`config.mk`:
```
export PLATFORM = sky130hd
export DESIGN_NAME = sample_in_ball_challenge
export DESIGN_NICKNAME = d
export VERILOG_FILES = /design/src/rtl/sibc_pkg.sv /design/src/rtl/sibc_front.sv /design/src/rtl/sibc_store.sv /design/src/rtl/sample_in_ball_challenge.sv
export VERILOG_INCLUDE_DIRS = /design/src /design/src/rtl
export SDC_FILE = /design/constraint.sdc
export NUM_CORES = 2
export LEC_CHECK = 0
export ABC_AREA = 1
export BUFFER_PORTS_ARGS = -buffer_cell sky130_fd_sc_hd__buf_2
export CAP_MARGIN = 20
export CORE_ASPECT_RATIO = 1.75
export CORE_MARGIN = 5
export CORE_UTILIZATION = 45
export CTS_CLUSTER_SIZE = 14
export DETAILED_ROUTE_END_ITERATION = 16
export GPL_ROUTABILITY_DRIVEN = 1
export HOLD_SLACK_MARGIN = 0.05
export MAX_ROUTING_LAYER = met4
export PLACE_DENSITY_LB_ADDON = 0.05
export SETUP_SLACK_MARGIN = 0.2
export SYNTH_ARGS = -nofsm -noshare
export SYNTH_HDL_FRONTEND = slang
export SYNTH_SLANG_ARGS = --single-unit
```
`constraint.sdc`:
```
create_clock -name i_clk -period 5.1 [get_ports i_clk]
set_input_delay 0.51 -clock i_clk [delete_from_list [all_inputs] [get_ports i_clk]]
set_output_delay 0.51 -clock i_clk [all_outputs]
set_load 0.005 [all_outputs]
```
`src/rtl/sample_in_ball_challenge_defines.svh`:
```
// ---------------------------------------------------------------------------
// Sample-in-ball challenge: assertion macros
// Concurrent checks shared by the sampler RTL, clocked and reset-gated.
// ---------------------------------------------------------------------------
`ifndef SAMPLE_IN_BALL_CHALLENGE_DEFINES_SVH
`define SAMPLE_IN_BALL_CHALLENGE_DEFINES_SVH

// Same-cycle implication.
`define SIBC_ASSERT_NOW(lbl, clk, rst_n, ante, cons, msg) \
    lbl: assert property (@(posedge clk) disable iff (!rst_n) (ante) |-> (cons)) \
        else $error(msg);

// Next-cycle implication.
`define SIBC_ASSERT_NEXT(lbl, clk, rst_n, ante, cons, msg) \
    lbl: assert property (@(posedge clk) disable iff (!rst_n) (ante) |=> (cons)) \
        else $error(msg);

`endif

```
`src/rtl/sibc_pkg.sv`:
```
// ---------------------------------------------------------------------------
// Sample-in-ball challenge package
// Sizes, codes and the beat formats passed between the sampler stages.
// ---------------------------------------------------------------------------
`timescale 1ns / 1ps
`default_nettype none

package sibc_pkg;

    localparam int N_COEFFS    = 1024;
    localparam int IDX_W       = $clog2(N_COEFFS);
    localparam int POS_W       = IDX_W + 1;

    // coefficient store: rows of ROW_W bits
    localparam int ROW_W       = 32;
    localparam int ROW_BITS    = $clog2(ROW_W);
    localparam int ROWS        = N_COEFFS / ROW_W;
    localparam int ROW_IDX_W   = IDX_W - ROW_BITS;

    localparam int FUNC_W      = 2;
    localparam int WORD_W      = 16;
    localparam int RIDX_W      = 10;
    localparam int PPOS_W      = 10;
    localparam int LIMIT_W     = 17;
    localparam int TAU_W       = 11;
    localparam int CFG_W       = 17;
    localparam int CFG_IDX_W   = 1;

    localparam int IN_TDATA_W  = 32;
    localparam int OUT_TDATA_W = 16;

    localparam int LIMIT_RESET = 65536;
    localparam int TAU_RESET   = 64;
    localparam int TAU_RESET_SAT = (TAU_RESET > N_COEFFS) ? N_COEFFS : TAU_RESET;

    typedef enum logic [FUNC_W-1:0] {
        FN_START = 2'd0,
        FN_CAND  = 2'd1,
        FN_READ  = 2'd2
    } t_func;

    typedef enum logic [CFG_IDX_W-1:0] {
        REG_REJECT_LIMIT = 1'b0,
        REG_TAU          = 1'b1
    } t_cfg_reg;

    // decided item handed from the front stage to the store stage
    typedef struct packed {
        t_func            func;
        logic             accepted;
        logic [IDX_W-1:0] sel_idx;   // reduced candidate, or read index
        logic [IDX_W-1:0] pos_idx;   // counter before the advance
        logic             done;
    } t_cmd;

    typedef struct packed {
        logic              read_bit;
        logic              done_res;
        logic [PPOS_W-1:0] placed_pos;
        logic              accepted;
    } t_result;

endpackage

`default_nettype wire

```
`src/rtl/sibc_front.sv`:
```
// ---------------------------------------------------------------------------
// Sample-in-ball front stage
// Input register, configuration, position counter and the accept decision.
// ---------------------------------------------------------------------------
`timescale 1ns / 1ps
`default_nettype none

`include "sample_in_ball_challenge_defines.svh"

module sibc_front
    import sibc_pkg::*;
(
    input  wire logic                  i_clk,
    input  wire logic                  i_rst_n,
    input  wire logic                  i_cfg_we,
    input  wire logic [CFG_IDX_W-1:0]  i_cfg_idx,
    input  wire logic [CFG_W-1:0]      i_cfg_wdata,
    input  wire logic                  i_in_vld,
    input  wire logic [FUNC_W-1:0]     i_func,
    input  wire logic [WORD_W-1:0]     i_word,
    input  wire logic [RIDX_W-1:0]     i_ridx,
    output logic                       o_in_rdy,
    input  wire logic                  i_b_rdy,
    output logic                       o_a_fire,
    output t_cmd                       o_cmd
);

    localparam int TAU_CMP_W = (TAU_W > POS_W) ? TAU_W : POS_W;

    logic                r_a_vld;
    t_func               r_a_func;
    logic [WORD_W-1:0]   r_a_word;
    logic [RIDX_W-1:0]   r_a_ridx;
    logic [LIMIT_W-1:0]  r_limit;
    logic [TAU_W-1:0]    r_tau;
    logic [POS_W-1:0]    r_pos;
    logic                r_finished;

    logic                n_a_vld;
    logic [POS_W-1:0]    n_pos;
    logic                n_finished;

    logic                w_in_fire;
    logic [IDX_W-1:0]    w_red;
    logic                w_in_limit;
    logic                w_pos_ok;
    logic                w_acc;
    logic [POS_W-1:0]    w_tau_sat;
    logic [POS_W-1:0]    w_pos_inc;

    assign o_in_rdy  = !r_a_vld || i_b_rdy;
    assign w_in_fire = i_in_vld && o_in_rdy;
    assign o_a_fire  = r_a_vld && i_b_rdy;

    // size is a power of two: the reduction keeps the low bits
    assign w_red      = IDX_W'(r_a_word % WORD_W'(N_COEFFS));
    assign w_in_limit = ({1'b0, r_a_word} < r_limit);
    assign w_pos_ok   = ({1'b0, w_red} <= r_pos) && (r_pos < POS_W'(N_COEFFS));
    assign w_acc      = (r_a_func == FN_CAND) && !r_finished && w_in_limit && w_pos_ok;
    assign w_pos_inc  = r_pos + 1'b1;

    assign w_tau_sat = (TAU_CMP_W'(r_tau) > TAU_CMP_W'(N_COEFFS)) ? POS_W'(N_COEFFS)
                                                                  : POS_W'(r_tau);

    always_comb begin
        n_pos      = r_pos;
        n_finished = r_finished;
        case (r_a_func)
            FN_START: begin
                n_pos      = POS_W'(N_COEFFS) - w_tau_sat;
                n_finished = (w_tau_sat == '0);
            end
            FN_CAND: begin
                if (w_acc) begin
                    n_pos      = w_pos_inc;
                    n_finished = (w_pos_inc >= POS_W'(N_COEFFS));
                end
            end
            default: begin
            end
        endcase
    end

    always_comb begin
        n_a_vld = r_a_vld;
        if (w_in_fire) begin
            n_a_vld = 1'b1;
        end else if (o_a_fire) begin
            n_a_vld = 1'b0;
        end
    end

    always_comb begin
        o_cmd.func     = r_a_func;
        o_cmd.accepted = w_acc;
        o_cmd.sel_idx  = (r_a_func == FN_READ) ? IDX_W'(r_a_ridx) : w_red;
        o_cmd.pos_idx  = r_pos[IDX_W-1:0];
        o_cmd.done     = n_finished;
    end

    always_ff @(posedge i_clk) begin
        if (!i_rst_n) begin
            r_a_vld    <= 1'b0;
            r_limit    <= LIMIT_W'(LIMIT_RESET);
            r_tau      <= TAU_W'(TAU_RESET);
            r_pos      <= POS_W'(N_COEFFS) - POS_W'(TAU_RESET_SAT);
            r_finished <= 1'b1;
        end else begin
            r_a_vld <= n_a_vld;
            if (o_a_fire) begin
                r_pos      <= n_pos;
                r_finished <= n_finished;
            end
            if (i_cfg_we) begin
                case (t_cfg_reg'(i_cfg_idx))
                    REG_REJECT_LIMIT: r_limit <= i_cfg_wdata[LIMIT_W-1:0];
                    REG_TAU:          r_tau   <= i_cfg_wdata[TAU_W-1:0];
                    default: begin
                    end
                endcase
            end
        end
    end

    // hold the beat while the next stage is full
    always_ff @(posedge i_clk) begin
        if (w_in_fire) begin
            r_a_func <= t_func'(i_func);
            r_a_word <= i_word;
            r_a_ridx <= i_ridx;
        end
    end

    `SIBC_ASSERT_NEXT(a_pos_advance, i_clk, i_rst_n, o_a_fire && w_acc,
        r_pos == $past(w_pos_inc), "counter did not advance on an accepted candidate")
    `SIBC_ASSERT_NOW(a_no_acc_finished, i_clk, i_rst_n, r_finished,
        !w_acc, "candidate accepted after the run finished")
    `SIBC_ASSERT_NOW(a_pos_range, i_clk, i_rst_n, 1'b1,
        r_pos <= POS_W'(N_COEFFS), "position counter beyond the coefficient count")

endmodule

`default_nettype wire

```
`src/rtl/sibc_store.sv`:
```
// ---------------------------------------------------------------------------
// Sample-in-ball coefficient store
// Row memory with two read ports, row valid flags and the swap update.
// ---------------------------------------------------------------------------
`timescale 1ns / 1ps
`default_nettype none

`include "sample_in_ball_challenge_defines.svh"

module sibc_store
    import sibc_pkg::*;
(
    input  wire logic    i_clk,
    input  wire logic    i_rst_n,
    input  wire logic    i_a_fire,
    input  wire t_cmd    i_cmd,
    output logic         o_b_rdy,
    output logic         o_res_vld,
    output t_result      o_res,
    input  wire logic    i_out_rdy
);

    logic [ROW_W-1:0]     r_mem [ROWS];
    logic [ROW_W-1:0]     r_rd_sel;
    logic [ROW_W-1:0]     r_rd_pos;
    logic                 r_b_vld;
    t_cmd                 r_b_cmd;
    logic [ROWS-1:0]      r_rowvld;
    logic                 r_fw_vld;
    logic [ROW_IDX_W-1:0] r_fw_row;
    logic [ROW_W-1:0]     r_fw_data;

    logic                 n_b_vld;
    logic [ROWS-1:0]      n_rowvld;

    logic                 w_b_fire;
    logic [ROW_IDX_W-1:0] w_a_sel_row;
    logic [ROW_IDX_W-1:0] w_a_pos_row;
    logic [ROW_IDX_W-1:0] w_sel_row;
    logic [ROW_IDX_W-1:0] w_pos_row;
    logic [ROW_BITS-1:0]  w_sel_col;
    logic [ROW_BITS-1:0]  w_pos_col;
    logic [ROW_W-1:0]     w_row_sel;
    logic [ROW_W-1:0]     w_row_pos;
    logic                 w_sel_bit;
    logic                 w_wr_en;
    logic [ROW_IDX_W-1:0] w_wr_row;
    logic [ROW_W-1:0]     w_wr_data;

    // latest row contents: last write wins, an invalid row reads as zero
    function automatic logic [ROW_W-1:0] f_resolve(
        input logic [ROW_IDX_W-1:0] row,
        input logic [ROW_W-1:0]     raw,
        input logic                 fw_vld,
        input logic [ROW_IDX_W-1:0] fw_row,
        input logic [ROW_W-1:0]     fw_data,
        input logic [ROWS-1:0]      rowvld
    );
        logic [ROW_W-1:0] data;
        if (fw_vld && (fw_row == row)) begin
            data = fw_data;
        end else if (rowvld[row]) begin
            data = raw;
        end else begin
            data = '0;
        end
        return data;
    endfunction

    assign o_b_rdy   = !r_b_vld || i_out_rdy;
    assign w_b_fire  = r_b_vld && i_out_rdy;
    assign o_res_vld = r_b_vld;

    assign w_a_sel_row = i_cmd.sel_idx[IDX_W-1:ROW_BITS];
    assign w_a_pos_row = i_cmd.pos_idx[IDX_W-1:ROW_BITS];
    assign w_sel_row   = r_b_cmd.sel_idx[IDX_W-1:ROW_BITS];
    assign w_pos_row   = r_b_cmd.pos_idx[IDX_W-1:ROW_BITS];
    assign w_sel_col   = r_b_cmd.sel_idx[ROW_BITS-1:0];
    assign w_pos_col   = r_b_cmd.pos_idx[ROW_BITS-1:0];

    assign w_row_sel = f_resolve(w_sel_row, r_rd_sel, r_fw_vld, r_fw_row, r_fw_data, r_rowvld);
    assign w_row_pos = f_resolve(w_pos_row, r_rd_pos, r_fw_vld, r_fw_row, r_fw_data, r_rowvld);
    assign w_sel_bit = w_row_sel[w_sel_col];

    // The swap flips exactly one zero to one: the counter slot if the
    // reduced slot already holds a one, otherwise the reduced slot.
    assign w_wr_en = w_b_fire && r_b_cmd.accepted;
    always_comb begin
        if (w_sel_bit) begin
            w_wr_row  = w_pos_row;
            w_wr_data = w_row_pos | (ROW_W'(1) << w_pos_col);
        end else begin
            w_wr_row  = w_sel_row;
            w_wr_data = w_row_sel | (ROW_W'(1) << w_sel_col);
        end
    end

    always_comb begin
        o_res.accepted   = r_b_cmd.accepted;
        o_res.placed_pos = r_b_cmd.accepted ? PPOS_W'(r_b_cmd.sel_idx) : '0;
        o_res.done_res   = r_b_cmd.done;
        o_res.read_bit   = (r_b_cmd.func == FN_READ) ? w_sel_bit : 1'b0;
    end

    always_comb begin
        n_b_vld = r_b_vld;
        if (i_a_fire) begin
            n_b_vld = 1'b1;
        end else if (w_b_fire) begin
            n_b_vld = 1'b0;
        end
    end

    always_comb begin
        n_rowvld = r_rowvld;
        if (w_b_fire && (r_b_cmd.func == FN_START)) begin
            n_rowvld = '0;
        end else if (w_wr_en) begin
            n_rowvld[w_wr_row] = 1'b1;
        end
    end

    always_ff @(posedge i_clk) begin
        if (i_a_fire) begin
            r_rd_sel <= r_mem[w_a_sel_row];
            r_rd_pos <= r_mem[w_a_pos_row];
        end
        if (w_wr_en) begin
            r_mem[w_wr_row] <= w_wr_data;
        end
    end

    always_ff @(posedge i_clk) begin
        if (!i_rst_n) begin
            r_b_vld  <= 1'b0;
            r_rowvld <= '0;
            r_fw_vld <= 1'b0;
        end else begin
            r_b_vld  <= n_b_vld;
            r_rowvld <= n_rowvld;
            if (w_b_fire && (r_b_cmd.func == FN_START)) begin
                r_fw_vld <= 1'b0;
            end else if (w_wr_en) begin
                r_fw_vld <= 1'b1;
            end
        end
    end

    always_ff @(posedge i_clk) begin
        if (i_a_fire) begin
            r_b_cmd <= i_cmd;
        end
        if (w_wr_en) begin
            r_fw_row  <= w_wr_row;
            r_fw_data <= w_wr_data;
        end
    end

    `SIBC_ASSERT_NOW(a_fw_row_valid, i_clk, i_rst_n, r_fw_vld,
        r_rowvld[r_fw_row], "forwarded row not marked valid")
    `SIBC_ASSERT_NEXT(a_start_clears, i_clk, i_rst_n, w_b_fire && (r_b_cmd.func == FN_START),
        !r_fw_vld && (r_rowvld == '0), "start did not clear the store")

endmodule

`default_nettype wire

```
`src/rtl/sample_in_ball_challenge.sv`:
```
// ---------------------------------------------------------------------------
// Sample-in-ball challenge sampler
// Builds a sparse 1024-coefficient 0/1 challenge by an inside-out shuffle.
// Every input beat gives one result beat; a new beat is taken every cycle
// while the output is not stalled, passing the front register, the store
// read and the output register. The 1024 coefficients sit in a 32 x 32-bit
// row memory with two registered read ports (reduced slot and counter slot)
// and one write port; per-row valid flags cleared by a start beat stand in
// for clearing the memory, so there is no clearing pass after reset or
// start. Write the configuration registers only while no beat is in flight.
// ---------------------------------------------------------------------------
`timescale 1ns / 1ps
`default_nettype none

module sample_in_ball_challenge
    import sibc_pkg::*;
(
    input  wire logic                   i_clk,
    input  wire logic                   i_rst_n,
    input  wire logic                   i_cfg_we,
    input  wire logic [CFG_IDX_W-1:0]   i_cfg_idx,    // 0 reject_limit, 1 tau
    input  wire logic [CFG_W-1:0]       i_cfg_wdata,
    input  wire logic                   s_axis_tvalid,
    output logic                        s_axis_tready,
    input  wire logic [IN_TDATA_W-1:0]  s_axis_tdata, // sample_word[15:0], read_index[25:16]
    input  wire logic [FUNC_W-1:0]      s_axis_tuser, // func[1:0]
    output logic                        m_axis_tvalid,
    input  wire logic                   m_axis_tready,
    output logic [OUT_TDATA_W-1:0]      m_axis_tdata  // accepted[0], placed_pos[10:1],
                                                      // done_res[11], read_bit[12]
);

    logic     w_b_rdy;
    logic     w_a_fire;
    t_cmd     w_cmd;
    logic     w_res_vld;
    t_result  w_res;
    logic     w_out_rdy;

    logic     r_out_vld;
    t_result  r_out;

    sibc_front u_front (
        .i_clk       (i_clk),
        .i_rst_n     (i_rst_n),
        .i_cfg_we    (i_cfg_we),
        .i_cfg_idx   (i_cfg_idx),
        .i_cfg_wdata (i_cfg_wdata),
        .i_in_vld    (s_axis_tvalid),
        .i_func      (s_axis_tuser),
        .i_word      (s_axis_tdata[WORD_W-1:0]),
        .i_ridx      (s_axis_tdata[WORD_W +: RIDX_W]),
        .o_in_rdy    (s_axis_tready),
        .i_b_rdy     (w_b_rdy),
        .o_a_fire    (w_a_fire),
        .o_cmd       (w_cmd)
    );

    sibc_store u_store (
        .i_clk     (i_clk),
        .i_rst_n   (i_rst_n),
        .i_a_fire  (w_a_fire),
        .i_cmd     (w_cmd),
        .o_b_rdy   (w_b_rdy),
        .o_res_vld (w_res_vld),
        .o_res     (w_res),
        .i_out_rdy (w_out_rdy)
    );

    assign w_out_rdy = !r_out_vld || m_axis_tready;

    always_ff @(posedge i_clk) begin
        if (!i_rst_n) begin
            r_out_vld <= 1'b0;
        end else if (w_out_rdy) begin
            r_out_vld <= w_res_vld;
        end
    end

    always_ff @(posedge i_clk) begin
        if (w_out_rdy && w_res_vld) begin
            r_out <= w_res;
        end
    end

    assign m_axis_tvalid = r_out_vld;
    assign m_axis_tdata  = OUT_TDATA_W'(r_out);

endmodule

`default_nettype wire
```
==> metrics.md <==
| Metric | Value |
|---|---|
| DRC viols | `0` |
| Number of synthesized flops with an enable pin | `1190` |
| Unique cell type count in the Yosys netlist | `51` |
| Main synth FF type | `edfxtp_1` |
| Tot GR Track Use | `0.3267` |
| Initial core utilization | `0.4510` |
| Maximum VDD drop | `312.3 uV` |
| Tcrit/Tclk final | `0.9017` |
| Hold Fails Final Rpt | `0` |
| Port-buffer cells | `65` |
| IO Pins | `75` |
| GRT overflow | `0` |
| Post-DP HPWL | `130.5 mm` |
| Layout cells sized above 1 | `0.09641` |
| Power Density | `349.6 mW/mm2` |
| WP data required | `5.49 ns` |
| ANT nets after route | `0` |
| Die W | `287.1 um` |
| Period minus WS final | `4.599 ns` |
| Outcome | `completed` |
| Least-Margin Pin Slew | `1.102 ns` |
| Worst Clk Skew | `0.05315 ns` |
| Core footprint | `0.1341 mm2` |
| Multi-input logic area | `0.02072 mm2` |
| WL/cell | `29.92 um` |
| Critical path class | `reg -> reg` |
| Syn. warnings | `0` |
| Fin area | `0.06793 mm2` |
| # setup viols final | `0` |
| CTS Buf Count | `117` |
| FF+latch area | `0.03727 mm2` |
| #FFs+latches synth | `1266` |
| Vias in the first global route | `50130` |
| Die Area | `0.1421 mm2` |
| Area growth syn-to-layout | `12.33%` |
| CP Capture Type | `flip-flop` |
| Commonest non-fill, non-tap cell in the layout | `edfxtp_1` |
| Mean Syn Cell Area | `10.15 um2` |
| Clk pin slew, worst setup/hold paths | `0.07 ns` |
| Filler cell count in the final layout | `12190` |
| GPL Wtd Cong | `0.9487` |
| Max-capacitance violation count | `0` |
| Setup TNS Final | `0 ns` |
| Vias/cell | `6.509` |
| Final WL | `233.0 mm` |
| Worst EP arrival | `4.99 ns` |
| Finished Layout Cells | `7786` |
| Clk root buf | `clkbuf_16` |
| Row cnt | `178` |
| P_leak | `22.43 nW` |
| Top cell type by total area after synthesis | `edfxtp_1` |
| H-tree Lvls | `3` |
| Nets | `5971` |
| Top post-synthesis cells by area | `edfxtp_1 59%, o21ai_0 9.3%, nor2_1 7.1%` |
| Commonest non-fill, non-tap cells in the layout | `1190 x edfxtp_1, 1144 x nor2_1, 1122 x o21ai_0` |
| Clk sinks | `1266` |
| Placed Cells | `7523` |
| Seq/Total Area, Yosys | `0.6161` |
| Initial antenna violation count | `2` |
| Max Slew Vio Count | `0` |
| Slew HR | `0.2657` |
| Max stage delay cell, worst path | `nor2_2` |
| CP max stage delay | `0.46 ns` |
| First-pass GRT wire length | `333.3 mm` |
| Worst-path maximum fanout | `32` |
| Placed cell area | `0.06369 mm2` |
| Cell Area, Synth | `0.06047 mm2` |
| CP Cell Sequence | `inv_1 -> nand3_1 -> nand3_1 -> nand2_1 -> nand2_1 -> nand3_2 -> buf_4 -> nand3b_1 -> nand2_1 -> nor2_1 -> nor2_1 -> nand2_1 -> nand3_1 -> nand3_4 -> nand2_4 -> nand2_1 -> o21ai_1 -> nor2_2 -> nand2_1 -> inv_2 -> buf_12` |
| Largest net degree at the start of global routing | `162` |
| Worst-Skew Late Latency | `0.77 ns` |
| Ys async rst share | `0` |
| TritonCTS clock tree | `done` |
| Initial drt markers | `6107` |
| Hold Crit Class | `in -> reg` |
| Mapped Cells | `5956` |
| Unrepaired setup endpoints after global routing | `no` |
| Via Count | `50680` |
| Most used cell along the critical path | `nand2_1` |
| Critical Path Source Type | `flip-flop` |
| Top-area cell type share of the netlist area | `0.5909` |
| CTS max path bufs | `3` |
| Max Freq | `217.5 MHz` |
| Die height | `494.9 um` |
| DRT Pass-1 Iters | `7` |
-- cells by family after synthesis --
group,synth area share
compound gates,0.1975
simple gates,0.1334
flops,0.6161
buf+inv,0.04666
fa+ha+maj,0.005586
xor+xnor,0.0005794
other cells,0.00006201
mux,0.0001655
-- stage by stage --
stage	util	setup WS, ns	hold WS, ns	total power [mW]
after detailed placement	0.4750	0.5355	0.4541	15.07
after floorplan	-	1.276	0.4003	13.82
final	0.5067	0.5015	0.09726	23.75
after global routing	0.5067	0.3052	0.1112	24.46
after global placement	0.4750	0.5581	0.4481	15.05
after CTS	0.5064	0.5397	0.05533	23.81
-- layer usage --
layer | share of wire | global-route usage
met1 | 0.37 | 0.3891
met5 | 0 | -
met2 | 0.48 | 0.5344
met3 | 0.073 | 0.03632
met4 | 0.074 | 0.2014
-- cell usage after synthesis, drive strengths merged (2+ instances only) --
master	count
edfxtp	1190
nor2	1157
o21ai	1136
clkbuf	447
nand2	436
o221ai	318
nand3	249
inv	213
o22ai	201
a21oi	130
a31oi	94
o211ai	92
dfxtp	76
nand4	55
buf	51
ha	27
nand3b	21
nor3	12
clkinv	7
or2	7
a311oi	5
o211a	5
a41oi	4
nor4	4
o31ai	3
xor2	3
a221oi	2
a32o	2
o2111ai	2
-- path summary, 6_finish.rpt --
path / slack, ns / cells past startpoint / to / startpoint
setup / recovery: 0.50 / 21 / u_store.r_mem[0][23] / u_store.r_b_cmd[17]
hold / removal: 0.1 / 3 / u_front.r_limit[10] / i_cfg_wdata[10]
hold reg to reg: 0.46 / 2 / u_front.r_limit[9] / u_front.r_limit[9]
setup reg to reg: 0.50 / 21 / u_store.r_mem[0][23] / u_store.r_b_cmd[17]
-- power breakdown --
part | switching (mW) | total, mW | internal, mW
Sequential | 0.0842 | 11.9 | 11.8
Combinational | 2.23 | 3.01 | 0.785
Clock | 4.01 | 8.82 | 4.81
-- sequential cells by signal (all words and copies together) (netlist names), 5 cells and up --
signal,count
u_store.r_b_cmd,22
u_front.r_limit,17
u_store.r_rd_sel,32
u_front.r_tau,11
u_store.r_fw_row,5
u_store.r_fw_data,32
u_store.r_rowvld,32
m_axis_tdata,13
u_front.r_a_word,16
u_front.r_a_ridx,10
u_store.r_mem,1024
u_store.r_rd_pos,32
u_front.r_pos,11
-- critical path, delay by kind of cell (launching register included) --
kind | cells | cell delay [ns]
DFF | 1 | 0.38
and+or+nand+nor | 16 | 2.46
AOI/OAI and AO/OA | 1 | 0.16
buffers and inverters | 4 | 1.14
-- final cells by class --
cell class	instances	share of cell area
repair buffers	308	0.04479
diodes	1	0.00003684
clock buffers	142	0.04601
multi-input cells	3974	0.3051
flip-flops and latches	1266	0.5486
inverters	220	0.01282
clock inverters	75	0.009504
well taps	1800	0.03315
-- timing repair --
action / in CTS / in global routing
gates resized for setup: 0 / 0
setup buffers: 0 / 0
endpoints found under the hold margin: 48 / 0
hold buffers: 44 / 0
No activity file was read; power rests on OpenSTA's default activity.
